==> src/design/cc_cv_charge_controller_top_defines.svh <==
// assertion macros for the charge controller
`ifndef CC_CV_CHARGE_CONTROLLER_TOP_DEFINES_SVH
`define CC_CV_CHARGE_CONTROLLER_TOP_DEFINES_SVH

`ifndef SYNTHESIS
`define CCC_ASSERT_IMP(label, ante, cons) \
  label: assert property (@(posedge clk) disable iff (!rst_n) (ante) |-> (cons)) \
    else $error("charge controller: same-cycle check failed");
`define CCC_ASSERT_NEXT(label, ante, cons) \
  label: assert property (@(posedge clk) disable iff (!rst_n) (ante) |=> (cons)) \
    else $error("charge controller: next-cycle check failed");
`else
`define CCC_ASSERT_IMP(label, ante, cons)
`define CCC_ASSERT_NEXT(label, ante, cons)
`endif

`endif

==> src/design/ccc_pkg.sv <==
package ccc_pkg;

  localparam int unsigned TICKS_PER_MINUTE_DEF = 6000;
  localparam logic [15:0] END_CURRENT_MA       = 16'd500;
  localparam logic [15:0] STANDBY_CURRENT_MA   = 16'd200;
  localparam int unsigned FAST_GAIN            = 2;

  // setpoint width: voltage plus or minus the largest step
  localparam int unsigned SP_W  = 19;
  localparam int unsigned TGT_W = 19;

  localparam int unsigned DAC_GAIN   = 3997;
  localparam int unsigned DAC_OFFSET = 1133838;

  localparam logic [1:0] OP_SAMPLE = 2'd0;
  localparam logic [1:0] OP_REST   = 2'd1;
  localparam logic [1:0] OP_TICK   = 2'd2;

  localparam logic [2:0] CFG_TRICKLE_TARGET  = 3'd0;
  localparam logic [2:0] CFG_TRICKLE_CURRENT = 3'd1;
  localparam logic [2:0] CFG_CC_TARGET       = 3'd2;
  localparam logic [2:0] CFG_CC_CURRENT      = 3'd3;
  localparam logic [2:0] CFG_CV_VOLTAGE      = 3'd4;
  localparam logic [2:0] CFG_TARGET_MINUTES  = 3'd5;
  localparam logic [2:0] CFG_COMPENSATION    = 3'd6;
  localparam logic [2:0] CFG_FAST_CHARGE     = 3'd7;

  typedef enum logic [1:0] {
    MS_STANDBY     = 2'd0,
    MS_CHARGING    = 2'd1,
    MS_DISCHARGING = 2'd2
  } mstate_t;

  typedef enum logic [2:0] {
    STAGE_TRICKLE = 3'd0,
    STAGE_CC      = 3'd1,
    STAGE_CV      = 3'd2,
    STAGE_END     = 3'd3,
    STAGE_NONE    = 3'd4
  } stage_t;

  typedef struct packed {
    logic [1:0]  op;
    logic [15:0] voltage_mv;
    logic [15:0] current_ma;
    logic        discharge_enable;
  } in_item_t;

  typedef struct packed {
    mstate_t     machine_state;
    stage_t      charge_stage;
    logic        power_on;
    logic        fan_on;
    logic        dac_write;
    logic [11:0] dac_code;
    logic [15:0] charge_minutes;
    logic [31:0] charge_quantity;
    logic        end_flag;
  } out_item_t;

endpackage

==> src/design/cc_cv_charge_controller_top.sv <==
// CC/CV charge controller. One transaction per clock is accepted on the input
// channel unless in_stall is high; each produces exactly one result, which
// passes the input register, then the result register. Throughput is one item
// per cycle while out_stall does not hold the result register, set by the single
// state update between the input and result registers; the step setpoints are
// prepared as the item enters the input register. Configuration writes are taken
// in any cycle (cfg_ready is held high) and must be made while idle.
`include "cc_cv_charge_controller_top_defines.svh"

module cc_cv_charge_controller_top #(
  parameter int unsigned TICKS_PER_MINUTE = ccc_pkg::TICKS_PER_MINUTE_DEF
) (
  input  logic              clk,
  input  logic              rst_n,
  input  logic              in_valid,
  output logic              in_stall,
  input  ccc_pkg::in_item_t in_data,
  output logic              out_valid,
  input  logic              out_stall,
  output ccc_pkg::out_item_t out_data,
  input  logic              cfg_valid,
  output logic              cfg_ready,
  input  logic [2:0]        cfg_index,
  input  logic [15:0]       cfg_data
);

  localparam int unsigned SUB_W = (TICKS_PER_MINUTE > 1) ? $clog2(TICKS_PER_MINUTE) : 1;
  localparam logic [SUB_W-1:0] SUB_LAST = SUB_W'(TICKS_PER_MINUTE - 1);
  localparam int unsigned SP_W  = ccc_pkg::SP_W;
  localparam int unsigned TGT_W = ccc_pkg::TGT_W;

  function automatic logic signed [SP_W-1:0] track_sp(
    input logic [15:0]      v,
    input logic [15:0]      i,
    input logic [TGT_W-1:0] tgt,
    input logic [15:0]      comp
  );
    logic signed [TGT_W:0] d;
    logic [TGT_W:0]        a;
    logic [16:0]           s;
    d = $signed({{(TGT_W - 15){1'b0}}, i}) - $signed({1'b0, tgt});
    a = d[TGT_W] ? (TGT_W + 1)'(-d) : (TGT_W + 1)'(d);
    if (a < (TGT_W + 1)'(1000)) begin
      s = 17'd0;
    end else if (a < (TGT_W + 1)'(2000)) begin
      s = 17'd100 + {1'b0, comp};
    end else if (a < (TGT_W + 1)'(3000)) begin
      s = 17'd200 + {1'b0, comp};
    end else if (a < (TGT_W + 1)'(4000)) begin
      s = 17'd400 + {1'b0, comp};
    end else begin
      s = 17'd600 + {1'b0, comp};
    end
    if (d <= 0) begin
      track_sp = $signed({{(SP_W - 16){1'b0}}, v}) + $signed({{(SP_W - 17){1'b0}}, s});
    end else begin
      track_sp = $signed({{(SP_W - 16){1'b0}}, v}) - $signed({{(SP_W - 17){1'b0}}, s});
    end
  endfunction

  function automatic logic [11:0] dac_from_mv(input logic signed [SP_W-1:0] mv);
    logic signed [32:0] prod;
    prod = $signed({{(33 - SP_W){mv[SP_W-1]}}, mv}) * 33'sd3997 + 33'sd1133838;
    if (mv == '0) begin
      dac_from_mv = 12'd0;
    end else if (prod[32]) begin
      dac_from_mv = 12'd0;
    end else if (|prod[31:28]) begin
      dac_from_mv = 12'hFFF;
    end else begin
      dac_from_mv = prod[27:16];
    end
  endfunction

  // configuration registers
  logic [15:0] trickle_target_r, trickle_current_r, cc_target_r, cc_current_r;
  logic [15:0] cv_voltage_r, target_minutes_r, compensation_r;
  logic        fast_charge_r;

  assign cfg_ready = 1'b1;

  always_ff @(posedge clk) begin
    if (!rst_n) begin
      trickle_target_r  <= 16'd40000;
      trickle_current_r <= 16'd1000;
      cc_target_r       <= 16'd48000;
      cc_current_r      <= 16'd2000;
      cv_voltage_r      <= 16'd52000;
      target_minutes_r  <= 16'd120;
      compensation_r    <= 16'd100;
      fast_charge_r     <= 1'b0;
    end else if (cfg_valid && cfg_ready) begin
      case (cfg_index)
        ccc_pkg::CFG_TRICKLE_TARGET:  trickle_target_r  <= cfg_data;
        ccc_pkg::CFG_TRICKLE_CURRENT: trickle_current_r <= cfg_data;
        ccc_pkg::CFG_CC_TARGET:       cc_target_r       <= cfg_data;
        ccc_pkg::CFG_CC_CURRENT:      cc_current_r      <= cfg_data;
        ccc_pkg::CFG_CV_VOLTAGE:      cv_voltage_r      <= cfg_data;
        ccc_pkg::CFG_TARGET_MINUTES:  target_minutes_r  <= cfg_data;
        ccc_pkg::CFG_COMPENSATION:    compensation_r    <= cfg_data;
        ccc_pkg::CFG_FAST_CHARGE:     fast_charge_r     <= cfg_data[0];
        default: ;
      endcase
    end
  end

  // input register with precomputed step setpoints
  logic                      s1_valid_r;
  ccc_pkg::in_item_t         s1_data_r;
  logic signed [SP_W-1:0]    s1_sp_trk_r, s1_sp_cc_r;
  logic [TGT_W-1:0]          cc_tgt;
  logic                      advance, fire;

  logic                      out_valid_r;
  ccc_pkg::out_item_t        out_data_r;

  assign advance  = !out_valid_r || !out_stall;
  assign fire     = s1_valid_r && advance;
  assign in_stall = s1_valid_r && !advance;

  assign cc_tgt = fast_charge_r ? TGT_W'(cc_current_r * ccc_pkg::FAST_GAIN)
                                : {{(TGT_W - 16){1'b0}}, cc_current_r};

  always_ff @(posedge clk) begin
    if (!rst_n) begin
      s1_valid_r <= 1'b0;
    end else if (!in_stall) begin
      s1_valid_r <= in_valid;
    end
  end

  always_ff @(posedge clk) begin
    if (in_valid && !in_stall) begin
      s1_data_r   <= in_data;
      s1_sp_trk_r <= track_sp(in_data.voltage_mv, in_data.current_ma,
                              {{(TGT_W - 16){1'b0}}, trickle_current_r}, compensation_r);
      s1_sp_cc_r  <= track_sp(in_data.voltage_mv, in_data.current_ma, cc_tgt,
                              compensation_r);
    end
  end

  // controller state
  logic [15:0]       rest_r, rest_nxt;
  logic              pending_r, pending_nxt;
  logic              timing_r, timing_nxt;
  logic              ended_r, ended_nxt;
  logic [SUB_W-1:0]  sub_r, sub_nxt;
  logic [15:0]       minutes_r, minutes_nxt;
  logic [31:0]       qty_r, qty_nxt;
  ccc_pkg::mstate_t  mstate_r, mstate_nxt;
  logic              power_r, power_nxt;
  logic              fan_r, fan_nxt;
  logic [11:0]       dac_r, dac_nxt;

  ccc_pkg::stage_t        stage;
  logic                   wrote;
  logic signed [SP_W-1:0] sp_sel;
  logic [15:0]            rest_eff;
  logic [32:0]            qty_sum;

  always_comb begin
    rest_nxt    = rest_r;
    pending_nxt = pending_r;
    timing_nxt  = timing_r;
    ended_nxt   = ended_r;
    sub_nxt     = sub_r;
    minutes_nxt = minutes_r;
    qty_nxt     = qty_r;
    mstate_nxt  = mstate_r;
    power_nxt   = power_r;
    fan_nxt     = fan_r;
    stage       = ccc_pkg::STAGE_NONE;
    wrote       = 1'b0;
    sp_sel      = '0;
    rest_eff    = pending_r ? s1_data_r.voltage_mv : rest_r;
    qty_sum     = {1'b0, qty_r} + {17'd0, s1_data_r.current_ma};
    case (s1_data_r.op)
      ccc_pkg::OP_SAMPLE: begin
        if (s1_data_r.discharge_enable) begin
          mstate_nxt = ccc_pkg::MS_DISCHARGING;
        end else if (s1_data_r.current_ma < ccc_pkg::STANDBY_CURRENT_MA) begin
          pending_nxt = 1'b1;
          mstate_nxt  = ccc_pkg::MS_STANDBY;
          timing_nxt  = 1'b0;
          ended_nxt   = 1'b0;
          power_nxt   = 1'b0;
          fan_nxt     = 1'b0;
        end else begin
          pending_nxt = 1'b0;
          rest_nxt    = rest_eff;
          mstate_nxt  = ccc_pkg::MS_CHARGING;
          timing_nxt  = 1'b1;
          power_nxt   = 1'b1;
          fan_nxt     = 1'b1;
          wrote       = 1'b1;
          if (rest_eff < trickle_target_r) begin
            stage  = ccc_pkg::STAGE_TRICKLE;
            sp_sel = s1_sp_trk_r;
          end else if (rest_eff < cc_target_r) begin
            stage  = ccc_pkg::STAGE_CC;
            sp_sel = s1_sp_cc_r;
          end else if (s1_data_r.current_ma < ccc_pkg::END_CURRENT_MA ||
                       minutes_r >= target_minutes_r) begin
            stage     = ccc_pkg::STAGE_END;
            ended_nxt = 1'b1;
            power_nxt = 1'b0;
            fan_nxt   = 1'b0;
          end else begin
            stage  = ccc_pkg::STAGE_CV;
            sp_sel = $signed({{(SP_W - 16){1'b0}}, cv_voltage_r});
          end
        end
      end
      ccc_pkg::OP_REST: begin
        rest_nxt  = s1_data_r.voltage_mv;
        power_nxt = 1'b0;
      end
      ccc_pkg::OP_TICK: begin
        if (timing_r && !ended_r) begin
          if (sub_r == SUB_LAST) begin
            sub_nxt = '0;
            if (minutes_r != 16'hFFFF) begin
              minutes_nxt = minutes_r + 16'd1;
            end
          end else begin
            sub_nxt = sub_r + SUB_W'(1);
          end
          qty_nxt = qty_sum[32] ? 32'hFFFF_FFFF : qty_sum[31:0];
        end else begin
          sub_nxt     = '0;
          minutes_nxt = 16'd0;
          qty_nxt     = 32'd0;
        end
      end
      default: ;
    endcase
    dac_nxt = wrote ? dac_from_mv(sp_sel) : dac_r;
  end

  always_ff @(posedge clk) begin
    if (!rst_n) begin
      rest_r    <= 16'd0;
      pending_r <= 1'b1;
      timing_r  <= 1'b0;
      ended_r   <= 1'b0;
      sub_r     <= '0;
      minutes_r <= 16'd0;
      qty_r     <= 32'd0;
      mstate_r  <= ccc_pkg::MS_STANDBY;
      power_r   <= 1'b0;
      fan_r     <= 1'b0;
      dac_r     <= 12'd0;
    end else if (fire) begin
      rest_r    <= rest_nxt;
      pending_r <= pending_nxt;
      timing_r  <= timing_nxt;
      ended_r   <= ended_nxt;
      sub_r     <= sub_nxt;
      minutes_r <= minutes_nxt;
      qty_r     <= qty_nxt;
      mstate_r  <= mstate_nxt;
      power_r   <= power_nxt;
      fan_r     <= fan_nxt;
      dac_r     <= dac_nxt;
    end
  end

  // result register
  always_ff @(posedge clk) begin
    if (!rst_n) begin
      out_valid_r <= 1'b0;
    end else if (advance) begin
      out_valid_r <= s1_valid_r;
    end
  end

  always_ff @(posedge clk) begin
    if (fire) begin
      out_data_r.machine_state   <= mstate_nxt;
      out_data_r.charge_stage    <= stage;
      out_data_r.power_on        <= power_nxt;
      out_data_r.fan_on          <= fan_nxt;
      out_data_r.dac_write       <= wrote;
      out_data_r.dac_code        <= dac_nxt;
      out_data_r.charge_minutes  <= minutes_nxt;
      out_data_r.charge_quantity <= qty_nxt;
      out_data_r.end_flag        <= ended_nxt;
    end
  end

  assign out_valid = out_valid_r;
  assign out_data  = out_data_r;

  `CCC_ASSERT_IMP(a_sub_range, 1'b1, sub_r <= SUB_LAST)
  `CCC_ASSERT_NEXT(a_fire_gives_result, fire, out_valid_r)
  `CCC_ASSERT_IMP(a_write_when_charging, out_valid_r && out_data_r.dac_write,
                  out_data_r.machine_state == ccc_pkg::MS_CHARGING &&
                  out_data_r.charge_stage != ccc_pkg::STAGE_NONE)
  `CCC_ASSERT_IMP(a_end_stage_off,
                  out_valid_r && out_data_r.charge_stage == ccc_pkg::STAGE_END,
                  out_data_r.end_flag && out_data_r.dac_code == 12'd0 &&
                  !out_data_r.power_on)

endmodule
==> config.mk <==
export PLATFORM = sky130hd
export DESIGN_NAME = cc_cv_charge_controller_top
export DESIGN_NICKNAME = d
export VERILOG_FILES = /design/src/design/ccc_pkg.sv /design/src/design/cc_cv_charge_controller_top.sv
export VERILOG_INCLUDE_DIRS = /design/src /design/src/design
export SDC_FILE = /design/constraint.sdc
export NUM_CORES = 1
export LEC_CHECK = 0
export BUFFER_PORTS_ARGS = -buffer_cell sky130_fd_sc_hd__buf_4
export CORE_ASPECT_RATIO = 0.7
export CORE_MARGIN = 2
export CORE_UTILIZATION = 50
export CTS_BUF_LIST = sky130_fd_sc_hd__clkbuf_8
export DETAILED_ROUTE_END_ITERATION = 7
export PLACE_DENSITY_LB_ADDON = 0.1
export RECOVER_POWER = 25
export SLEW_MARGIN = 20
export SYNTH_ARGS = -nofsm -noshare
export SYNTH_HDL_FRONTEND = slang
export SYNTH_SLANG_ARGS = --single-unit
==> constraint.sdc <==
create_clock -name clk -period 12.5 [get_ports clk]
set_input_delay 1.25 -clock clk [delete_from_list [all_inputs] [get_ports clk]]
set_output_delay 1.25 -clock clk [all_outputs]
set_load 0.03 [all_outputs]
==> results by group, run 1 <==
CTS
  – Root buf cell: clkbuf_8
  – Maximum root-to-sink buffer count: 3
  – TritonCTS Buffers: 57
  – Worst-path clk slew: about 60 ps
  – Cts hold-fix bufs: 0
  – CTS Sinks: 353
  – Postcts setup bufs: 0
  – H-tree levels: 2
  – Clk_lat worst skew: 670 ps
  – TritonCTS clock tree: built
  – Post-cts resize count: 0

Timing
  – Fin. max-slew vios: 286
  – Worst setup margin: 2250 ps
  – Final Cycle Share: 0.820
  – Min Tclk post-route: between 10000 and 15000 ps
  – Fin Setup TNS: 0 ps
  – Final setup vio count: 0
  – Fmax: around 100 MHz
  – Setup Skew: 27.9 ps
  – Final Hold Fails: 0
  – Rel. slew slack: -1.66
  – RSZ-0062 raised after global routing: no
  – Worst slew pin tran: 3990 ps

Min path
  – Hold path start: cv_voltage_r[1]
  – Hold Path Depth: 2
  – Hold Crit Class: reg -> reg
  – Sink of the worst hold path: cv_voltage_r[1]

Critical path
  – Element type at the critical path end: flip-flop
  – R2R setup slack: 2250 ps
  – Critical path class: reg -> reg
  – Reg-to-Reg Start: pending_r
  – Worst-path maximum fanout: 23
  – Crit path from: pending_r
  – Critical path's slowest cell: dfxtp_1
  – RR Endpoint: out_data[49]
  – Critical Path RT: 12860 ps
  – Element type at the critical path start: flip-flop
  – R2R depth: 34
  – Worst EP arrival: 10610 ps
  – Crit-path most repeated cell: fa_1
  – Max incr delay on CP: 840 ps

Logic synthesis
  – Post-synthesis register bit count: 353
  – Synth area leaders: edfxtp_1 15%, dfxtp_1 14%, ha_1 13%
  – Most common cell in the netlist: nand2_1
  – Post-synth top area cell: edfxtp_1
  – Cells after synthesis: 3374
  – Sequential area share after synthesis: 0.289
  – Unique masters post-synth: 95
  – Synth cell count leaders: 419 x nand2_1, 301 x ha_1, 291 x inv_1
  – Synthesized area per cell: between 8 and 9 um^2
  – Cell Area, Synth: 0.0293 mm^2
  – Main flop type after synthesis: dfxtp_1
  – EDFF count, synth: 142
  – Yosys warns: 0
  – Top-area cell type share of the netlist area: 0.145
  – Fraction of registers with async set/reset: 0
  – Synth Net Count: 3857

Die
  – Core area: between 0.05 and 0.06 mm^2
  – Standard-cell rows: 74
  – Initial Util: 0.504
  – Die width: 293 um
  – Chip Height: roughly 210 um
  – Die ar.: 0.0606 mm^2
  – IO Count: between 100 and 150

Place
  – Final HPWL DP: around 69000 um
  – IO Port Bufs: 129
  – RePlAce Congestion: 0.967
  – Pre-CTS setup slack: 2290 ps

Finish
  – # diodes: 0
  – Reg area: 0.00849 mm^2
  – Fill count: approximately 5400
  – Util after Layout: 0.549
  – Layout cells sized above 1: 0.0821
  – P&R area growth vs syn: 8.87%
  – NumNets Final: just under 4000
  – Multi-input gate area: 0.0192 mm^2

Run status
  – Failing checks: max-capacitance violations, max-slew violations
  – Status: complete, but fails checks

GRT
  – Largest net degree at the start of global routing: 89
  – Initial antenna violation count: 2
  – GRT Util Overall: 0.288
  – Global route overflow: 0
  – First-pass GRT wire length: between 100000 and 150000 um
  – Number of global-route vias before repair: between 20000 and 25000

Detailed routing
  – Pre-antenna DRT Iters: 5
  – DRC viols: 0
  – Total wire length: 88800 um
  – Routed vias: 25200
  – Vias per cell: 5.94
  – Final ANT Viol Nets: 0
  – Drt wl/cell: 20.9 um
  – DRT iter0 DRCs: 2224

Pwr
  – Pwr per Cell Area: 114 mW/mm^2
  – Peak VDD IR: 0.0779 mV
  – P_leak: 13.8 nW

Run
  – MaxCap Viol Count: 4
==> power by group <==
| group | internal [W] | total [W] | switching (W) |
|---|---|---|---|
| registers | 0.00127 | 0.00130 | 0.0000307 |
| clock network | 0.000543 | 0.00106 | 0.000512 |
| logic | 0.000476 | 0.00129 | 0.000819 |
| total | 0.00229 | 0.00365 | 0.00136 |
==> critical path, delay by kind of cell (launching register included) <==
family | cells | cell delay (ps)
compound gates | 15 | 2670
simple gates | 4 | 1120
buf+inv | 5 | 870
mux | 2 | 590
fa+ha+maj | 8 | 3800
flops | 1 | 840
==> layer usage <==
layer  track usage  vias to the layer above  share of wire
li1              -                    12000              -
met1         0.440                    12200           0.50
met2         0.424                      859           0.41
met3        0.0461                      127          0.071
met4        0.0656                        2          0.020
met5             0                        -        0.00019
==> stage by stage <==
stage / instances / power, W / instance area (um^2) / hold WS (ps)
after floorplan: 3374 / 0.00223 / 29300 / 439
after global placement: 4134 / 0.00258 / 30900 / 452
after detailed placement: 4134 / 0.00260 / 30900 / 454
after CTS: 4242 / 0.00366 / 32100 / 464
after global routing: 4242 / 0.00386 / 31900 / 496
final: 4242 / 0.00365 / 31900 / 468
==> logic make-up (layout without fill, tap and decap cells) <==
kind of cell / Yosys count / count (layout) / synth area share
fa+ha+maj: 424 / 424 / 0.212
simple gates: 1070 / 1070 / 0.172
buf+inv: 450 / 558 / 0.0585
compound gates: 862 / 862 / 0.198
other cells: 1 / 1 / 0.000128
flops: 353 / 353 / 0.289
xor+xnor: 121 / 121 / 0.0361
mux: 93 / 93 / 0.0327
==> layout make-up <==
type | instances | area share
Tap cell | 760 | 0.0298
Clock buffer | 65 | 0.0280
Inverter | 292 | 0.0344
Sequential cell | 353 | 0.266
Multi-Input combinational cell | 2571 | 0.600
Clock inverter | 43 | 0.00890
Timing Repair Buffer | 158 | 0.0328
==> flip-flops by register name (all words and copies together), names as in the netlist, 19 cells and up <==
| register | flops |
|---|---|
| s1_sp_cc_r | 19 |
| out_data | 69 |
| s1_data_r | 35 |
| qty_r | 32 |
| s1_sp_trk_r | 19 |
==> worst max-delay path by stage <==
stage,end,slack (ps),cells past startpoint
after global routing,out_data[50],1560,34
after detailed placement,out_data[49],2290,34
after global placement,out_data[56],2490,34
after CTS,out_data[49],2230,34
after floorplan,out_data[52],3130,37
final,out_data[49],2250,34
==> placed cells by master, fill, tap and decap left out, types with 38 or more instances in the layout <==
master	n
clkbuf_8	65
nor2b_1	63
buf_4	118
xor2_1	38
mux2i_1	71
a21boi_0	89
nand2_1	419
a21oi_1	197
a31oi_1	39
ha_1	301
xnor2_1	83
nor3_1	53
inv_1	303
a21o_1	66
edfxtp_1	142
nor2_1	209
dfxtp_1	211
o21ai_0	152
nand3_1	84
o211ai_1	45
fa_1	123
Power figures use the tool's default switching activity.
==> inputs of run 2 (changes only) <==
ABC_AREA = 1   (was unset)
clock period = 10.7 ns   (was 12.5 ns; I/O delays follow)
==> results by group, run 2 <==
Finish
  – Layout cells sized above 1: 0.0753 (was 0.0821)
  – Non-filler cells, final: 4670 (was 4242)
  – Commonest cells after routing, fill and taps aside: 827 x nand2_1, 543 x inv_1, 311 x a21oi_1 (was 419 x nand2_1, 303 x inv_1, 301 x ha_1)
  – Commonest non-fill, non-tap cell in the layout: nand2_1 (unchanged)
  – P&R area growth vs syn: 8.82% (was 8.87%)
  – Util after Layout: 0.552 (was 0.549)
  – Final instance area: 0.0315 mm^2 (was 0.0319 mm^2)
  – Number of flip-flops under the largest register name: 69 (unchanged)
  – NumNets Final: 4354 (was 3916)
  – # diodes: 0 (unchanged)

Critical path
  – Critical path's slowest cell: dfxtp_1 (unchanged)
  – Worst EP arrival: 10200 ps (was 10610 ps)
  – R2R setup slack: 890 ps (was 2250 ps)
  – RR Endpoint: dac_r[11] (was out_data[49])
  – Max incr delay on CP: 780 ps (was 840 ps)
  – Element type at the critical path start: flip-flop (unchanged)
  – Worst-path maximum fanout: 20 (was 23)
  – Critical path class: reg -> reg (unchanged)
  – R2R depth: 39 (was 34)
  – Element type at the critical path end: flip-flop (unchanged)
  – Reg-to-Reg Start: pending_r (unchanged)
  – Critical Path RT: 11090 ps (was 12860 ps)

Run status
  – Status: complete, but fails checks (unchanged)
  – Failing checks: max-capacitance violations, max-slew violations (unchanged)

CTS
  – Clk_lat worst skew: 680 ps (was 670 ps)
  – Cts hold-fix bufs: 0 (unchanged)
  – TritonCTS clock tree: built (unchanged)
  – H-tree levels: 2 (unchanged)
  – TritonCTS Buffers: 57 (unchanged)
  – Maximum root-to-sink buffer count: 3 (unchanged)
  – CTS Sinks: 353 (unchanged)
  – Root buf cell: clkbuf_8 (unchanged)
  – Worst-path clk slew: 60 ps (about the same)

Place
  – IO Port Bufs: 129 (unchanged)
  – RePlAce Congestion: 0.963 (was 0.967)
  – Placed inst area: 0.0305 mm^2 (was 0.0309 mm^2)
  – Final HPWL DP: 62600 um (was 68900 um)
  – # placed instances: 4562 (was 4134)

Detailed routing
  – Routed vias: 24900 (was 25200)
  – Vias per cell: 5.34 (was 5.94)
  – Total wire length: 81600 um (was 88800 um)
  – Final ANT Viol Nets: 0 (unchanged)
  – Drt wl/cell: 17.5 um (was 20.9 um)
  – DRC viols: 0 (unchanged)
  – Pre-antenna DRT Iters: 7 (was 5)
  – DRT iter0 DRCs: 2065 (was 2224)

GRT
  – Global route overflow: 0 (unchanged)
  – First-pass GRT wire length: 129000 um (was 137000 um)
  – GRT Util Overall: 0.272 (was 0.288)
  – Initial antenna violation count: 1 (was 2)
  – Number of global-route vias before repair: 23000 (was 23600)
  – Largest net degree at the start of global routing: 78 (was 89)

Timing
  – Fmax: 102 MHz (was 97.6 MHz)
  – Fin Setup TNS: 0 ps (unchanged)
  – Fin. max-slew vios: 208 (was 286)
  – Final setup vio count: 0 (unchanged)
  – Final Cycle Share: 0.917 (was 0.820)
  – Rel. slew slack: -1.35 (was -1.66)
  – Min Tclk post-route: 9810 ps (was 10250 ps)
  – Setup Skew: 29.3 ps (was 27.9 ps)
  – RSZ-0062 raised after global routing: no (unchanged)
  – Worst slew pin tran: 3520 ps (was 3990 ps)
  – Final Hold Fails: 0 (unchanged)

Logic synthesis
  – Most common cell in the netlist: nand2_1 (unchanged)
  – Main flop type after synthesis: dfxtp_1 (unchanged)
  – Synth area leaders: edfxtp_1 15%, dfxtp_1 15%, ha_1 13% (was edfxtp_1 15%, dfxtp_1 14%, ha_1 13%)
  – Post-synthesis register bit count: 353 (unchanged)
  – Sequential area share after synthesis: 0.293 (was 0.289)
  – Yosys warns: 0 (unchanged)
  – Fraction of registers with async set/reset: 0 (unchanged)
  – Synth cell count leaders: 827 x nand2_1, 525 x inv_1, 311 x a21oi_1 (was 419 x nand2_1, 301 x ha_1, 291 x inv_1)
  – Top-area cell type share of the netlist area: 0.147 (was 0.145)
  – Unique masters post-synth: 62 (was 95)
  – Synth Net Count: 4256 (was 3857)
  – Synthesized area per cell: 7.67 um^2 (was 8.69 um^2)
  – EDFF count, synth: 142 (unchanged)
  – Cell Area, Synth: 0.0289 mm^2 (was 0.0293 mm^2)
  – Cells after synthesis: 3773 (was 3374)
  – Post-synth top area cell: edfxtp_1 (unchanged)

Run
  – MaxCap Viol Count: 3 (was 4)

Pwr
  – P_leak: 15.1 nW (was 13.8 nW)
  – Pwr per Cell Area: 165 mW/mm^2 (was 114 mW/mm^2)
  – Peak VDD IR: 0.106 mV (was 0.0779 mV)

Die
  – Core area: 0.0570 mm^2 (was 0.0581 mm^2)
  – Chip Height: 205 um (was 207 um)
  – Standard-cell rows: 73 (was 74)
  – Die width: 292 um (was 293 um)
  – Die ar.: 0.0598 mm^2 (was 0.0606 mm^2)
  – Initial Util: 0.508 (was 0.504)
  – IO Count: 131 (unchanged)

Min path
  – Hold Crit Class: reg -> reg (unchanged)
  – Sink of the worst hold path: mstate_r[1] (was cv_voltage_r[1])
  – Hold Path Depth: 2 (unchanged)
  – Hold path start: mstate_r[1] (was cv_voltage_r[1])
-- run 2: cell types whose count changed after synthesis, sizes merged, moves of 34 or more --
cell / before / now
a21boi: 91 / 4
mux2i: 71 / 18
a21o: 66 / 7
inv: 292 / 561
clkbuf: 136 / 84
xnor2: 83 / 37
nor2b: 63 / 0
nor2: 213 / 288
xor2: 38 / 96
a21oi: 198 / 311
nand2: 419 / 838
nand3: 86 / 191
o21ai: 161 / 278
nand2b: 34 / 0
-- run 2: report_power, final --
| group | switching (W) | internal (W) | total (W) |
|---|---|---|---|
| combinational | 0.00157 | 0.000831 | 0.00240 |
| sequential | 0.0000562 | 0.00154 | 0.00160 |
| clock | 0.000595 | 0.000589 | 0.00118 |
-- run 2: metrics by stage --
step | hold slack, ps | setup slack [ps] | power [W]
2_1_floorplan | 430 | 2550 | 0.00335
3_3_place_gp | 442 | 1270 | 0.00400
3_5_place_dp | 448 | 1050 | 0.00399
4_1_cts | 458 | 1050 | 0.00519
5_1_grt | 480 | 51.1 | 0.00558
6_report | 454 | 893 | 0.00519
-- run 2: final cells by class --
class                   count  area (um^2)
fillers                  5578        25500
multi-input cells        2746        17800
flip-flops and latches    353         8490
inverters                 566         2130
repair buffers            147          968
well taps                 750          938
clock buffers              66          908
clock inverters            42          216
-- run 2: cell families after synthesis --
| kind of cell | count (synthesis) | share of synthesized area |
|---|---|---|
| other | 1 | 0.000130 |
| multiplexers | 18 | 0.00623 |
| buffers and inverters | 674 | 0.0902 |
| AND/OR/NAND/NOR | 1420 | 0.206 |
| AO/OA/AOI/OAI | 750 | 0.148 |
| flip-flops | 353 | 0.293 |
| adder cells (fa/ha/maj) | 424 | 0.215 |
| XOR/XNOR | 133 | 0.0410 |
-- run 2: what timing repair did --
item / CTS / global route
endpoints found under the setup margin: 0 / 1
setup buffers: 0 / 0
resized for setup: 0 / 1
-- run 2: worst max-delay path by stage --
| stage | startpoint | depth (start not counted) | slack, ps | end |
|---|---|---|---|---|
| after CTS | pending_r | 38 | 1050 | out_data[60] |
| after detailed placement | pending_r | 38 | 1050 | out_data[60] |
| final | pending_r | 39 | 890 | dac_r[11] |
| after global placement | pending_r | 40 | 1270 | out_data[60] |
| after global routing | pending_r | 40 | 50 | dac_r[1] |
| after floorplan | pending_r | 43 | 2550 | out_data[60] |
-- run 2: per-layer routing --
layer  track usage  part of all wire
met1         0.424              0.51
met2         0.392              0.40
met3        0.0447             0.073
met4        0.0576             0.019
met5             0                 0
-- run 2: worst max-delay path, delay by kind of cell (launching register included) --
kind / cells / cell delay, ps
AO/OA/AOI/OAI: 6 / 990
AND/OR/NAND/NOR: 16 / 2850
flip-flops: 1 / 780
adder cells (fa/ha/maj): 8 / 3530
buffers and inverters: 9 / 1350
